`src/sv/twi_pkg.sv`:
```
// Shared types and codes for the two-wire master/slave sequencer.
`default_nettype none
package twi_pkg;

  // Command codes carried by an input beat.
  typedef enum logic [2:0] {
    CMD_BUS_EVENT = 3'd0,
    CMD_WRITE_BUF = 3'd1,
    CMD_START_MST = 3'd2,
    CMD_SLV_LISTEN = 3'd3,
    CMD_SLV_RESPOND = 3'd4,
    CMD_READ_BUF = 3'd5,
    CMD_RSVD6 = 3'd6,
    CMD_RSVD7 = 3'd7
  } cmd_e;

  // Buffer selectors.
  localparam logic [1:0] BUF_MTX = 2'd0;
  localparam logic [1:0] BUF_MRX = 2'd1;
  localparam logic [1:0] BUF_SRX = 2'd2;
  localparam logic [1:0] BUF_STX = 2'd3;

  // Bus status codes (status register bits 7:3).
  localparam logic [4:0] ST_BUS_ERR = 5'h00;
  localparam logic [4:0] ST_START = 5'h01;
  localparam logic [4:0] ST_RSTART = 5'h02;
  localparam logic [4:0] ST_MT_SLA_ACK = 5'h03;
  localparam logic [4:0] ST_MT_SLA_NACK = 5'h04;
  localparam logic [4:0] ST_MT_DAT_ACK = 5'h05;
  localparam logic [4:0] ST_MT_DAT_NACK = 5'h06;
  localparam logic [4:0] ST_ARB_LOST = 5'h07;
  localparam logic [4:0] ST_MR_SLA_ACK = 5'h08;
  localparam logic [4:0] ST_MR_SLA_NACK = 5'h09;
  localparam logic [4:0] ST_MR_DAT_ACK = 5'h0A;
  localparam logic [4:0] ST_MR_DAT_NACK = 5'h0B;
  localparam logic [4:0] ST_SR_SLA = 5'h0C;
  localparam logic [4:0] ST_SR_SLA_ARB = 5'h0D;
  localparam logic [4:0] ST_SR_GCA = 5'h0E;
  localparam logic [4:0] ST_SR_GCA_ARB = 5'h0F;
  localparam logic [4:0] ST_SR_DAT_ACK = 5'h10;
  localparam logic [4:0] ST_SR_DAT_NACK = 5'h11;
  localparam logic [4:0] ST_SR_GDAT_ACK = 5'h12;
  localparam logic [4:0] ST_SR_GDAT_NACK = 5'h13;
  localparam logic [4:0] ST_SR_STOP = 5'h14;
  localparam logic [4:0] ST_ST_SLA = 5'h15;
  localparam logic [4:0] ST_ST_SLA_ARB = 5'h16;
  localparam logic [4:0] ST_ST_DAT_ACK = 5'h17;
  localparam logic [4:0] ST_ST_DAT_NACK = 5'h18;
  localparam logic [4:0] ST_ST_LAST = 5'h19;
  localparam logic [4:0] ST_NO_INFO = 5'h1F;

  // Control register bits.
  localparam logic [7:0] C_INT = 8'h80;
  localparam logic [7:0] C_EA = 8'h40;
  localparam logic [7:0] C_STA = 8'h20;
  localparam logic [7:0] C_STO = 8'h10;
  localparam logic [7:0] C_EN = 8'h04;
  localparam logic [7:0] C_IE = 8'h01;
  localparam logic [7:0] C_GO = C_INT | C_EN | C_IE;

  // One unpacked input beat.
  typedef struct packed {
    logic [5:0] rx_length;
    logic [5:0] tx_length;
    logic [6:0] target_address;
    logic [7:0] value;
    logic [4:0] index;
    logic [1:0] buffer_select;
    logic [7:0] ctrl_now;
    logic [7:0] bus_data;
    logic [4:0] status;
    logic [2:0] command;
  } in_item_t;

  // Result of the decision stage, before the buffer read data is merged.
  typedef struct packed {
    logic       ctrl_write;
    logic [7:0] ctrl_value;
    logic       data_write;
    logic [7:0] data_const;
    logic       data_from_buf;
    logic       read_from_buf;
    logic       rd_in_range;
    logic [2:0] done_events;
    logic       busy;
    logic [1:0] master_error;
    logic       slave_error;
    logic [5:0] master_count;
    logic [5:0] slave_count;
    logic [7:0] address_seen;
  } core_res_t;

  function automatic logic [5:0] inc6(input logic [5:0] x);
    return (x != 6'd63) ? x + 6'd1 : 6'd63;
  endfunction

endpackage
`default_nettype wire

```
`src/sv/twi_master_slave_sequencer.sv`:
```
// Top level of the two-wire master/slave sequencer: stream ports and pipeline.
//
// Channel   | Dir | Handshake                | Payload
// s_axis    | in  | s_axis_tvalid/tready     | command beat, 58 bits in 64
// m_axis    | out | m_axis_tvalid/tready     | result beat, 53 bits in 56
//
// One beat per cycle is sustained while m_axis_tready stays high; a result passes the
// input register, then the decision and buffer RAM read into the result register.
// The buffer RAM read is registered, which sets the second stage.
// Reset clears the sequencer state; buffers hold garbage until written.
// A stalled result holds the whole pipeline and drops s_axis_tready.
`default_nettype none
module twi_master_slave_sequencer import twi_pkg::*; #(
  parameter int BUFFER_DEPTH = 32
) (
  input  wire logic        clk_i,
  input  wire logic        rst_ni,
  input  wire logic        s_axis_tvalid,
  output logic             s_axis_tready,
  // command[2:0] status[7:3] bus_data[15:8] ctrl_now[23:16] buffer_select[25:24]
  // index[30:26] value[38:31] target_address[45:39] tx_length[51:46]
  // rx_length[57:52], zero above
  input  wire logic [63:0] s_axis_tdata,
  output logic             m_axis_tvalid,
  input  wire logic        m_axis_tready,
  // ctrl_write[0] ctrl_value[8:1] data_write[9] data_value[17:10]
  // done_events[20:18] busy_res[21] master_error[23:22] slave_error[24]
  // read_value[32:25] master_count[38:33] slave_count[44:39]
  // slave_address_seen[52:45], zero above
  output logic [55:0]      m_axis_tdata
);

  localparam int AW = $clog2(4*BUFFER_DEPTH);

  logic      adv, s1_valid_q, out_valid_q;
  in_item_t  s1_item_q;
  core_res_t res, res_q;
  logic          ram_we;
  logic [AW-1:0] ram_waddr, ram_raddr;
  logic [7:0]    ram_wdata, ram_rdata;
  logic [7:0]    dv, rv;

  assign adv = !out_valid_q || m_axis_tready;
  assign s_axis_tready = adv;
  assign m_axis_tvalid = out_valid_q;

  // Pipeline valid bits.
  always_ff @(posedge clk_i or negedge rst_ni) begin
    if (!rst_ni) begin
      s1_valid_q <= 1'b0;
      out_valid_q <= 1'b0;
    end else if (adv) begin
      s1_valid_q <= s_axis_tvalid;
      out_valid_q <= s1_valid_q;
    end
  end

  // Input and result payload registers.
  always_ff @(posedge clk_i) begin
    if (adv && s_axis_tvalid) begin
      s1_item_q <= in_item_t'(s_axis_tdata[57:0]);
    end
    if (adv && s1_valid_q) begin
      res_q <= res;
    end
  end

  twi_core #(.BUFFER_DEPTH(BUFFER_DEPTH)) u_core (
    .clk_i, .rst_ni,
    .en_i(adv && s1_valid_q),
    .item_i(s1_item_q),
    .res_o(res),
    .ram_we_o(ram_we), .ram_waddr_o(ram_waddr), .ram_wdata_o(ram_wdata),
    .ram_raddr_o(ram_raddr)
  );

  twi_ram #(.Width(8), .Depth(4*BUFFER_DEPTH)) u_buf (
    .clk_i, .we_i(ram_we), .waddr_i(ram_waddr), .wdata_i(ram_wdata),
    .re_i(adv), .raddr_i(ram_raddr), .rdata_o(ram_rdata)
  );

  // Merge buffer read data into the result beat.
  always_comb begin
    dv = res_q.data_from_buf ? (res_q.rd_in_range ? ram_rdata : 8'h00)
                             : res_q.data_const;
    if (!res_q.data_write) dv = 8'h00;
    rv = (res_q.read_from_buf && res_q.rd_in_range) ? ram_rdata : 8'h00;
    m_axis_tdata = {3'b000, res_q.address_seen, res_q.slave_count,
                    res_q.master_count, rv, res_q.slave_error, res_q.master_error,
                    res_q.busy, res_q.done_events, dv, res_q.data_write,
                    res_q.ctrl_value, res_q.ctrl_write};
  end

endmodule
`default_nettype wire

```
`src/sv/twi_ram.sv`:
```
// Generic single-port-write, registered-read RAM.
`default_nettype none
module twi_ram #(
  parameter int Width = 8,
  parameter int Depth = 128
) (
  input  wire logic                     clk_i,
  input  wire logic                     we_i,
  input  wire logic [$clog2(Depth)-1:0] waddr_i,
  input  wire logic [Width-1:0]         wdata_i,
  input  wire logic                     re_i,
  input  wire logic [$clog2(Depth)-1:0] raddr_i,
  output logic      [Width-1:0]         rdata_o
);

  logic [Width-1:0] mem_q [Depth];

  // Write port and registered read port.
  always_ff @(posedge clk_i) begin
    if (we_i) begin
      mem_q[waddr_i] <= wdata_i;
    end
    if (re_i) begin
      rdata_o <= mem_q[raddr_i];
    end
  end

endmodule
`default_nettype wire

```
`src/sv/twi_core.sv`:
```
// Decision logic and sequencer state for one registered beat.
`default_nettype none
module twi_core import twi_pkg::*; #(
  parameter int BUFFER_DEPTH = 32
) (
  input  wire logic                                clk_i,
  input  wire logic                                rst_ni,
  input  wire logic                                en_i,
  input  wire in_item_t                            item_i,
  output core_res_t                                res_o,
  output logic                                     ram_we_o,
  output logic [$clog2(4*BUFFER_DEPTH)-1:0]        ram_waddr_o,
  output logic [7:0]                               ram_wdata_o,
  output logic [$clog2(4*BUFFER_DEPTH)-1:0]        ram_raddr_o
);

  localparam int AW = $clog2(4*BUFFER_DEPTH);

  logic [7:0] sla_q, sla_d, adr_q, adr_d;
  logic [5:0] mtl_q, mtl_d, mti_q, mti_d, mrl_q, mrl_d, mri_q, mri_d;
  logic [5:0] srl_q, srl_d, sri_q, sri_d, stl_q, stl_d, sti_q, sti_d;
  logic       busy_q, busy_d, lis_q, lis_d, serr_q, serr_d;
  logic [1:0] merr_q, merr_d;

  // State registers, updated once per processed beat.
  always_ff @(posedge clk_i or negedge rst_ni) begin
    if (!rst_ni) begin
      sla_q <= '0; adr_q <= '0;
      mtl_q <= '0; mti_q <= '0; mrl_q <= '0; mri_q <= '0;
      srl_q <= '0; sri_q <= '0; stl_q <= '0; sti_q <= '0;
      busy_q <= 1'b0; lis_q <= 1'b0; serr_q <= 1'b0; merr_q <= '0;
    end else if (en_i) begin
      sla_q <= sla_d; adr_q <= adr_d;
      mtl_q <= mtl_d; mti_q <= mti_d; mrl_q <= mrl_d; mri_q <= mri_d;
      srl_q <= srl_d; sri_q <= sri_d; stl_q <= stl_d; sti_q <= sti_d;
      busy_q <= busy_d; lis_q <= lis_d; serr_q <= serr_d; merr_q <= merr_d;
    end
  end

  // Next state and result for the registered beat.
  always_comb begin
    logic       cw, dw, dbuf, rbuf, nack, srnack, stdat, mrack, mpend, we;
    logic [7:0] cv, dc, wdata;
    logic [2:0] done;
    logic [1:0] wsel, rsel;
    logic [5:0] wpos, rpos, ti;
    cw = 1'b0; dw = 1'b0; dbuf = 1'b0; rbuf = 1'b0; we = 1'b0;
    nack = 1'b0; srnack = 1'b0; stdat = 1'b0; mrack = 1'b0;
    cv = '0; dc = '0; done = '0; wdata = item_i.bus_data;
    wsel = BUF_MRX; wpos = mri_q; rsel = BUF_MTX; rpos = mti_q; ti = sti_q;
    mpend = (mtl_q != '0) || (mrl_q != '0);
    sla_d = sla_q; adr_d = adr_q;
    mtl_d = mtl_q; mti_d = mti_q; mrl_d = mrl_q; mri_d = mri_q;
    srl_d = srl_q; sri_d = sri_q; stl_d = stl_q; sti_d = sti_q;
    busy_d = busy_q; lis_d = lis_q; serr_d = serr_q; merr_d = merr_q;

    case (cmd_e'(item_i.command))
      CMD_BUS_EVENT: begin
        case (item_i.status)
          ST_START, ST_RSTART: begin
            busy_d = 1'b1; mti_d = '0; mri_d = '0;
            dw = 1'b1; dc = (mtl_q != '0) ? sla_q : (sla_q | 8'h01);
            cw = 1'b1; cv = C_GO | (item_i.ctrl_now & C_EA);
          end
          ST_MT_SLA_ACK, ST_MT_DAT_ACK: begin
            if (mti_q < mtl_q) begin
              dw = 1'b1; dbuf = 1'b1; rsel = BUF_MTX; rpos = mti_q;
              mti_d = inc6(mti_q);
              cw = 1'b1; cv = C_GO | (item_i.ctrl_now & C_EA);
            end else begin
              mtl_d = '0;
              if (mrl_q != '0) begin
                cw = 1'b1; cv = C_GO | (item_i.ctrl_now & C_EA) | C_STA;
              end else begin
                nack = 1'b1;
              end
            end
          end
          ST_MT_SLA_NACK, ST_MT_DAT_NACK, ST_MR_SLA_NACK: nack = 1'b1;
          ST_ARB_LOST: begin
            cw = 1'b1; cv = item_i.ctrl_now | C_STA; busy_d = 1'b0;
          end
          ST_MR_DAT_ACK: begin
            we = 1'b1; wsel = BUF_MRX; wpos = mri_q;
            mri_d = inc6(mri_q); mrack = 1'b1;
          end
          ST_MR_SLA_ACK: mrack = 1'b1;
          ST_MR_DAT_NACK: begin
            we = 1'b1; wsel = BUF_MRX; wpos = mri_q;
            mri_d = inc6(mri_q); mrl_d = '0; done[0] = 1'b1;
            cw = 1'b1; cv = C_GO | C_STO | ((srl_q != '0) ? C_EA : 8'h00);
            busy_d = 1'b0;
          end
          ST_SR_SLA, ST_SR_SLA_ARB, ST_SR_GCA, ST_SR_GCA_ARB: begin
            cw = 1'b1;
            if (srl_q != '0) begin
              busy_d = 1'b1; adr_d = item_i.bus_data; cv = C_GO | C_EA; sri_d = '0;
            end else begin
              cv = C_GO;
            end
          end
          ST_SR_DAT_ACK, ST_SR_GDAT_ACK: begin
            if (sri_q < srl_q) begin
              we = 1'b1; wsel = BUF_SRX; wpos = sri_q; sri_d = inc6(sri_q);
            end else begin
              srl_d = '0;
            end
            if (srl_d != '0) begin
              cw = 1'b1; cv = C_GO | C_EA;
            end else begin
              srnack = 1'b1;
            end
          end
          ST_SR_DAT_NACK, ST_SR_GDAT_NACK: srnack = 1'b1;
          ST_SR_STOP: begin
            cw = 1'b1;
            if (!lis_q || serr_q) begin
              cv = C_GO | (mpend ? C_STA : 8'h00); busy_d = 1'b0;
            end else begin
              done[1] = 1'b1; lis_d = 1'b0; srl_d = '0;
              cv = item_i.ctrl_now & ~(C_INT | C_IE);
            end
          end
          ST_ST_SLA, ST_ST_SLA_ARB: begin
            busy_d = 1'b1; ti = '0; stdat = 1'b1;
          end
          ST_ST_DAT_ACK: stdat = 1'b1;
          ST_ST_DAT_NACK, ST_ST_LAST: begin
            done[2] = 1'b1; cw = 1'b1;
            cv = C_GO | C_EA | (mpend ? C_STA : 8'h00); busy_d = 1'b0;
          end
          ST_BUS_ERR: begin
            cw = 1'b1; cv = item_i.ctrl_now | C_STO; busy_d = 1'b0;
            merr_d = 2'd2; serr_d = 1'b1; lis_d = 1'b0; done = 3'b111;
          end
          default: ;
        endcase
        // Not-acknowledge paths end the master transfer with a stop.
        if (nack) begin
          if (item_i.status == ST_MT_SLA_NACK || item_i.status == ST_MR_SLA_NACK) begin
            merr_d = 2'd1; mtl_d = '0; mrl_d = '0;
          end
          done[0] = 1'b1;
          cw = 1'b1; cv = C_GO | C_STO | ((srl_q != '0) ? C_EA : 8'h00);
          busy_d = 1'b0;
        end
        // Master receive acknowledges until the last byte is due.
        if (mrack) begin
          cw = 1'b1;
          cv = ({1'b0, mri_d} + 7'd1 < {1'b0, mrl_q}) ? (C_GO | C_EA) : C_GO;
        end
        if (srnack) begin
          cw = 1'b1; cv = item_i.ctrl_now | C_EA | (mpend ? C_STA : 8'h00);
        end
        // Slave transmit sends a dummy zero byte once its data runs out.
        if (stdat) begin
          dw = 1'b1; cw = 1'b1; sti_d = ti;
          if (ti < stl_q) begin
            dbuf = 1'b1; rsel = BUF_STX; rpos = ti;
            sti_d = inc6(ti);
            if (inc6(ti) < stl_q) begin
              cv = C_GO | C_EA;
            end else begin
              stl_d = '0; cv = C_GO;
            end
          end else begin
            cv = C_GO;
          end
        end
      end
      CMD_WRITE_BUF: begin
        we = 1'b1; wsel = item_i.buffer_select; wpos = {1'b0, item_i.index};
        wdata = item_i.value;
      end
      CMD_START_MST: begin
        sla_d = {item_i.target_address, 1'b0}; merr_d = '0;
        mtl_d = item_i.tx_length; mrl_d = item_i.rx_length;
        if (!busy_q && item_i.status == ST_NO_INFO) begin
          cw = 1'b1;
          cv = C_EN | C_IE | C_STA | (item_i.ctrl_now & C_STO)
             | ((srl_q != '0) ? C_EA : 8'h00);
        end
      end
      CMD_SLV_LISTEN: begin
        serr_d = 1'b0; srl_d = item_i.rx_length; lis_d = 1'b1;
        if (!busy_q && item_i.status == ST_NO_INFO) begin
          cw = 1'b1; cv = C_EA | C_EN | C_IE | (mpend ? C_STA : 8'h00);
        end
      end
      CMD_SLV_RESPOND: begin
        stl_d = item_i.tx_length; cw = 1'b1;
        if (item_i.tx_length != '0) begin
          cv = C_GO | C_EA;
        end else if (mpend) begin
          cv = C_GO | C_STA;
        end else begin
          busy_d = 1'b0; cv = C_GO;
        end
      end
      CMD_READ_BUF: begin
        rbuf = 1'b1; rsel = item_i.buffer_select; rpos = {1'b0, item_i.index};
      end
      default: ;
    endcase

    // Buffer ports; positions beyond the buffer are dropped or read as zero.
    ram_we_o = en_i && we && (int'(wpos) < BUFFER_DEPTH);
    ram_waddr_o = AW'(int'(wsel) * BUFFER_DEPTH + int'(wpos));
    ram_wdata_o = wdata;
    ram_raddr_o = AW'(int'(rsel) * BUFFER_DEPTH + int'(rpos));

    res_o.ctrl_write = cw;
    res_o.ctrl_value = cw ? cv : 8'h00;
    res_o.data_write = dw;
    res_o.data_const = dc;
    res_o.data_from_buf = dbuf;
    res_o.read_from_buf = rbuf;
    res_o.rd_in_range = int'(rpos) < BUFFER_DEPTH;
    res_o.done_events = done;
    res_o.busy = busy_d;
    res_o.master_error = merr_d;
    res_o.slave_error = serr_d;
    res_o.master_count = mri_d;
    res_o.slave_count = sri_d;
    res_o.address_seen = adr_d;
  end

endmodule
`default_nettype wire

```
`config.mk`:
```
export PLATFORM = sky130hd
export DESIGN_NAME = twi_master_slave_sequencer
export DESIGN_NICKNAME = d
export VERILOG_FILES = /design/src/sv/twi_pkg.sv /design/src/sv/twi_master_slave_sequencer.sv /design/src/sv/twi_ram.sv /design/src/sv/twi_core.sv
export SDC_FILE = /design/constraint.sdc
export NUM_CORES = 2
export LEC_CHECK = 0
export ABC_AREA = 1
export BUFFER_PORTS_ARGS = -buffer_cell sky130_fd_sc_hd__buf_2
export CORE_UTILIZATION = 65
export CTS_CLUSTER_DIAMETER = 30
export DETAILED_ROUTE_END_ITERATION = 7
export PLACE_DENSITY = 0.79
export SYNTH_ARGS = -nofsm -noshare
export SYNTH_HDL_FRONTEND = slang
export SYNTH_SLANG_ARGS = --single-unit
```
`constraint.sdc`:
```
create_clock -name clk_i -period 20.5 [get_ports clk_i]
set_clock_uncertainty 0.2 [all_clocks]
set_input_delay 0 -clock clk_i [delete_from_list [all_inputs] [get_ports clk_i]]
set_output_delay 0 -clock clk_i [all_outputs]
set_load 0.03 [all_outputs]
```
Word-level counts from Yosys, hierarchy flattened --
Memory sizes are Yosys's and may differ from the RTL's. A register that Yosys moved wholly into a read port is not among the register bits. Index checks and enable logic that the tools add are counted. W data, S select, Z words.
Storage, ports and cells: register bits 176, bits in writable memories 1024, input bits 68, output and inout bits 58, logic and storage cells 278, memories 1
Cells by class: add/subtract/negate cells 7, order comparisons 7, equality and inequality tests 42, multiplexer cells 130, bitwise operators 2, reductions and logical operators 49
Memories:
- u_buf.mem_q | depth 128, bits a word 8, rd ports 1, clocked after memory_dff 1, wr ports 1, line twi_ram.sv:16 | logic [Width-1:0] mem_q [Depth];
Operators by type and width (number):
- $mux W6 | 33
- $mux W8 | 19
- $pmux W6 S2 | 10
- $pmux W8 S9 | 1
- $eq A5 B5 Y1 const B | 11
- $eq A5 B4 Y1 const B | 8
- $mux W1 | 38
- $mux W7 | 5
- $pmux W8 S4 | 1
- $reduce_bool A6 Y1 | 5
- $add A6 B1 Y6 const B | 4
- $lt A6 B6 Y1 | 4
- $ne A6 B6 Y1 const B | 4
- $eq A5 B3 Y1 const B | 4
- $pmux W1 S2 | 10
- $reduce_or A2 Y1 | 10
- $add A7 B6 Y7 | 2
- $mux W2 | 7
- $lt A6 B6 Y1 const B | 2
- $pmux W2 S2 | 3
- $reduce_and A4 Y1 | 3
- $reduce_or A12 Y1 | 1
- $eq A5 B2 Y1 const B | 2
- $ne A3 B3 Y1 const B | 3
- other kinds (24) | 47

Longest topological paths before layout --
depth in word-level cells 12, mapped depth 28, mapped depth without buffers 25

Hierarchy --
A second synthesis with hierarchy kept.
Second synthesis, totals: cell total of the unflattened synthesis 4653, area, all modules 51815.9 µm²
Modules (own cells, without submodules):
- twi_ram | times used 1, cells an instance 3570, area an instance 42384.4 µm²
- twi_core | times used 1, cells an instance 880, area an instance 5651.7 µm²
- twi_master_slave_sequencer | times used 1, cells an instance 203, area an instance 3779.9 µm²

Worst setup path after synthesis --
OpenSTA, ideal clock, no wires.
path kind register to register, from register s1_item_q[1] (netlist bit), to memory u_buf.mem_q[0][7], data pin, library setup time 1.198 ns, data arrival time 5.914 ns, data required time 19.102 ns, path slack 13.188 ns, cell stages (with the launch flop) 7, path through edfxtp_1 buf_2 inv_2 nand2_1 nor2_1 clkbuf_1 o21ai_0
On the way: longest elaborated chain between the ends 2
RTL lines:
- from (decl) | line twi_master_slave_sequencer.sv:36 | in_item_t s1_item_q;
- from (signal assigned) | line twi_master_slave_sequencer.sv:61 | s1_item_q <= in_item_t'(s_axis_tdata[57:0]);
- $eq A3 B1 Y1 | line twi_core.sv:57 | case (cmd_e'(item_i.command))
- $mux W8 | line twi_core.sv:57
- net ram_wdata[7] | line twi_master_slave_sequencer.sv:40 | logic [7:0] ram_wdata, ram_rdata;
- to (decl) | line twi_ram.sv:16
The timed path passes the listed nets, and every way through them passes these cells.

Worst setup path after layout --
from register s1_item_q[3] (netlist bit), to register u_buf.rdata_o[6], read port of u_buf.mem_q, data pin
On the way: longest elaborated chain between the ends 9
RTL lines:
- $eq A5 B5 Y1 | line twi_core.sv:59 | case (item_i.status)
- $reduce_or A2 Y1 | line twi_core.sv:59
- $mux W6 | line twi_core.sv:59
- $mux W6 | line twi_core.sv:57
- $lt A6 B6 Y1 | line twi_core.sv:158 | if (ti < stl_q) begin
- $mux W6 / $mux W2 (equally long branches) | line twi_core.sv:158
- $mux W6 / $mux W2 (equally long branches) | line twi_core.sv:156 | if (stdat) begin
- $pmux W6 S2 / $pmux W2 S2 (equally long branches) | line twi_core.sv:57
- $add A7 B6 Y7 * | line twi_core.sv:210 | ram_raddr_o = AW'(int'(rsel) * BUFFER_DEPTH + int'(rpos));
- to (decl) | line twi_ram.sv:13 | output logic [Width-1:0] rdata_o
Mark *: on every way between the ends. The rest lies on a longest branch, timed or not. The select of a mux whose other input is x is not followed. A chain may end at the register's enable or synchronous reset.

==> out/qor.txt <==
Synth Area per Inst: 10.5 µm²
Slew @ Worst Pin: 1.18 ns
Dpl cells: 6090
Met3 wire length: 17700 µm
Fin crit period: 7.88 ns
Post-synth EDFFs: 1138
Worst path max stage delay: 0.94 ns
Crit start category: flop
Sequential area share after synthesis: 0.657
Final worst slack: 12.62 ns
PortBufs: 116
Synth Register Bits: 1208
Most frequent CP cell: nand2_1
Unrepaired setup endpoints after global routing: false
Share of layout cells above drive strength 1: 0.101
Max rail drop VDD: 0.000106 V
Die extent in x: 292 µm
Initial antenna violation count: 0
Routed metal-1 wirelength: 53300 µm
Mapped cell area: 54700 µm²
Crit path DAT: 8.20 ns
Hpwl dp: 77000 µm
Post-route DRC: 3
Number of library cell types mapped by synthesis: 53
Failing checks: design-rule violations
CORE AREA: 82600 µm²
Crit-path slowest cell: buf_4
Reg-to-reg critical path endpoint: u_buf.rdata_o[6]
Drt pass-1 iters: 8
Slew Viols, Final: 0
CP required: 20.82 ns
TritonCTS clock tree: yes
Final setup viols: 0
Yosys top cell area share: 0.625
Clk_lat worst skew: 0.81 ns
Final #Nets: 5457
Via count of the first global-routing pass: 40805
Worst setup path category: reg -> reg
DR vias/cell: 6.24
GRT Overall Usage: 0.354
Top Layer Used: met4
Layout area overhead: 16.9%
Pin count of the biggest net entering global routing: 222
Pwr dens: 117 nW/µm²
H-tree depth: 4
First-pass GRT wire length: 230000 µm
Max_cap viols: 0
Final Cycle Share: 0.384
Final TNS setup: 0 ns
Post-place setup slack: 13.04 ns
Die Span Y: 292 µm
WL met2: 72000 µm
Clock transition at path regs: 0.05 ns
Hold Path Class: in -> async
Post-Syn Instances: 5199
Fraction of registers with async set or reset after synthesis: 0.0579
Fmax: 127 MHz
CP max FO: 221
Crit path from: s1_item_q[3]
Via count: 41217
Setup crit end: u_buf.rdata_o[6]
Leakage: 25.7 nW
Clock root buffer: clkbuf_16
Hold Fails Final Rpt: 0
Outcome: finished with violations
Synth Flop Type: edfxtp_1
DRT antenna net count: 0
Boundary Pins: 126
Reg2reg setup slack: 12.62 ns
Die Area: 85300 µm²
Site Rows: 105
Critical R2R Launch: s1_item_q[3]
R2r worst-path depth: 25
GP Congestion: 0.923
CTS Buffer Depth: 3
Postcts setup bufs: 0
Gr ovfl total: 0
Synth warn: 0
DR iter-0 viols: 5867
# diodes: 0
Crit end category: flop
Initial Utilization: 0.662
TritonCTS buffer count: 211
Cell Count, Final, Fillers Out: 6608
Drt wl/cell: 22.8 µm
WL final: 151000 µm
Cell taking the most area after synthesis: edfxtp_1
Worst rel slew slack: 0.209
Synth area leaders: edfxtp_1, nand3_1, nand2_1
Clock sinks: 1208
[what timing repair did]
item,4_1_cts,5_1_grt
hold endpoints to repair,206,0
hold buffers,124,0
resized for setup,0,0
[worst max-delay path, delay by kind of cell (launching register included)]
| family | cells | cell delay (ns) |
|---|---|---|
| AOI/OAI and AO/OA | 1 | 0.57 |
| adders and majority gates | 1 | 0.32 |
| and+or+nand+nor | 19 | 3.67 |
| buffers and inverters | 4 | 2.01 |
| DFF | 1 | 0.61 |
[worst min path at each step]
stage / startpoint / endpoint / depth (start not counted)
after floorplan: rst_ni / m_axis_tvalid / 0
after global placement: s_axis_tdata[34] / s1_item_q[34] / 1
after detailed placement: s_axis_tdata[9] / s1_item_q[9] / 1
after CTS: rst_ni / u_core.sla_q[1] / 4
after global routing: rst_ni / u_core.sla_q[5] / 4
final: rst_ni / u_core.sla_q[6] / 4
[layer usage]
layer | GRT usage | up-vias
met4 | 0.195 | 0
met3 | 0.0716 | 550
met1 | 0.457 | 19529
met2 | 0.567 | 2972
li1 | - | 18166
met5 | 0 | -
[cells in the final DEF, fill, tap and decap left out, drive strengths merged, types with 2 or more instances in the layout]
cell,count
o22ai,31
bufinv,34
a21oi,62
buf,162
clkinvlp,20
o21ai,106
a211oi,6
conb,3
nor4,6
o21a,2
nand3b,217
xor2,7
clkbuf,240
nand2,1198
o31ai,3
ha,32
nand3,1088
xnor2,4
a22oi,6
edfxtp,1138
a31oi,3
nand4,13
clkinv,63
nor3,18
a221oi,2
inv,593
a21boi,2
o211ai,15
dlygate4sd3,123
dfrtp,70
nor2,261
[logic make-up (layout without fill, tap and decap cells)]
| group | Yosys count | after routing | share of synthesized area |
|---|---|---|---|
| flip-flops | 1208 | 1208 | 0.657 |
| adder cells (fa/ha/maj) | 32 | 32 | 0.00732 |
| AND/OR/NAND/NOR | 2804 | 2804 | 0.235 |
| buffers and inverters | 898 | 1235 | 0.0728 |
| other | 1 | 3 | 0.0000686 |
| AO/OA/AOI/OAI | 245 | 245 | 0.0258 |
| XOR/XNOR | 11 | 11 | 0.00176 |
[cells in the mapped netlist, types with 2 or more instances]
library cell,instances
nand2_1,1190
edfxtp_1,1138
nand3_1,1086
inv_1,546
nor2_1,255
nand3b_1,217
buf_2,185
o21ai_0,99
clkbuf_1,75
dfrtp_1,70
a21oi_1,60
buf_4,57
ha_1,32
o22ai_1,31
buf_6,22
nor3_1,17
o211ai_1,15
nand4_1,13
inv_2,9
xor2_1,7
a211oi_1,6
nor4_1,6
a22oi_1,5
nand2_2,5
nor2_2,5
o21ai_1,5
xnor2_1,4
a31oi_1,3
buf_1,3
nand2_4,3
o31ai_1,3
a21boi_0,2
a21oi_2,2
a221oi_1,2
o21a_1,2
o21ai_2,2
[flip-flops by register name, indices dropped and copies added (netlist names)]
name	count
m_axis_tdata	37
m_axis_tvalid	1
res_q	11
s1_item_q	58
s1_valid_q	1
u_buf.mem_q	1024
u_buf.rdata_o	8
u_core.adr_q	8
u_core.busy_q	1
u_core.lis_q	1
u_core.merr_q	2
u_core.mri_q	6
u_core.mrl_q	6
u_core.mti_q	6
u_core.mtl_q	6
u_core.serr_q	1
u_core.sla_q	7
u_core.sri_q	6
u_core.srl_q	6
u_core.sti_q	6
u_core.stl_q	6
[final cells by class]
type                    instances  area (µm²)
clock buffers                 240        5480
clock inverters               154        1910
multi-input cells            3095       14900
well taps                    1070        1340
flip-flops and latches       1208       35900
repair buffers                285        2230
inverters                     556        2090
fillers                      4740       18700
[power breakdown]
group	switching [W]	total, W	internal, W
registers	0.0000488	0.00287	0.00282
logic	0.000745	0.00101	0.000262
clock network	0.00127	0.00363	0.00236
[metrics by stage]
step	hold slack, ns	cell area [µm²]	utilization	power, W
finish	0.165	63900	0.773	0.00751
global route	0.213	63900	0.773	0.00771
CTS	0.105	63900	0.773	0.00745
detailed placement	-0.0219	55200	0.668	0.00384
global placement	-0.0240	55200	0.668	0.00381
floorplan	-0.496	54700	-	0.00358
No activity file was read; power rests on OpenSTA's default activity.
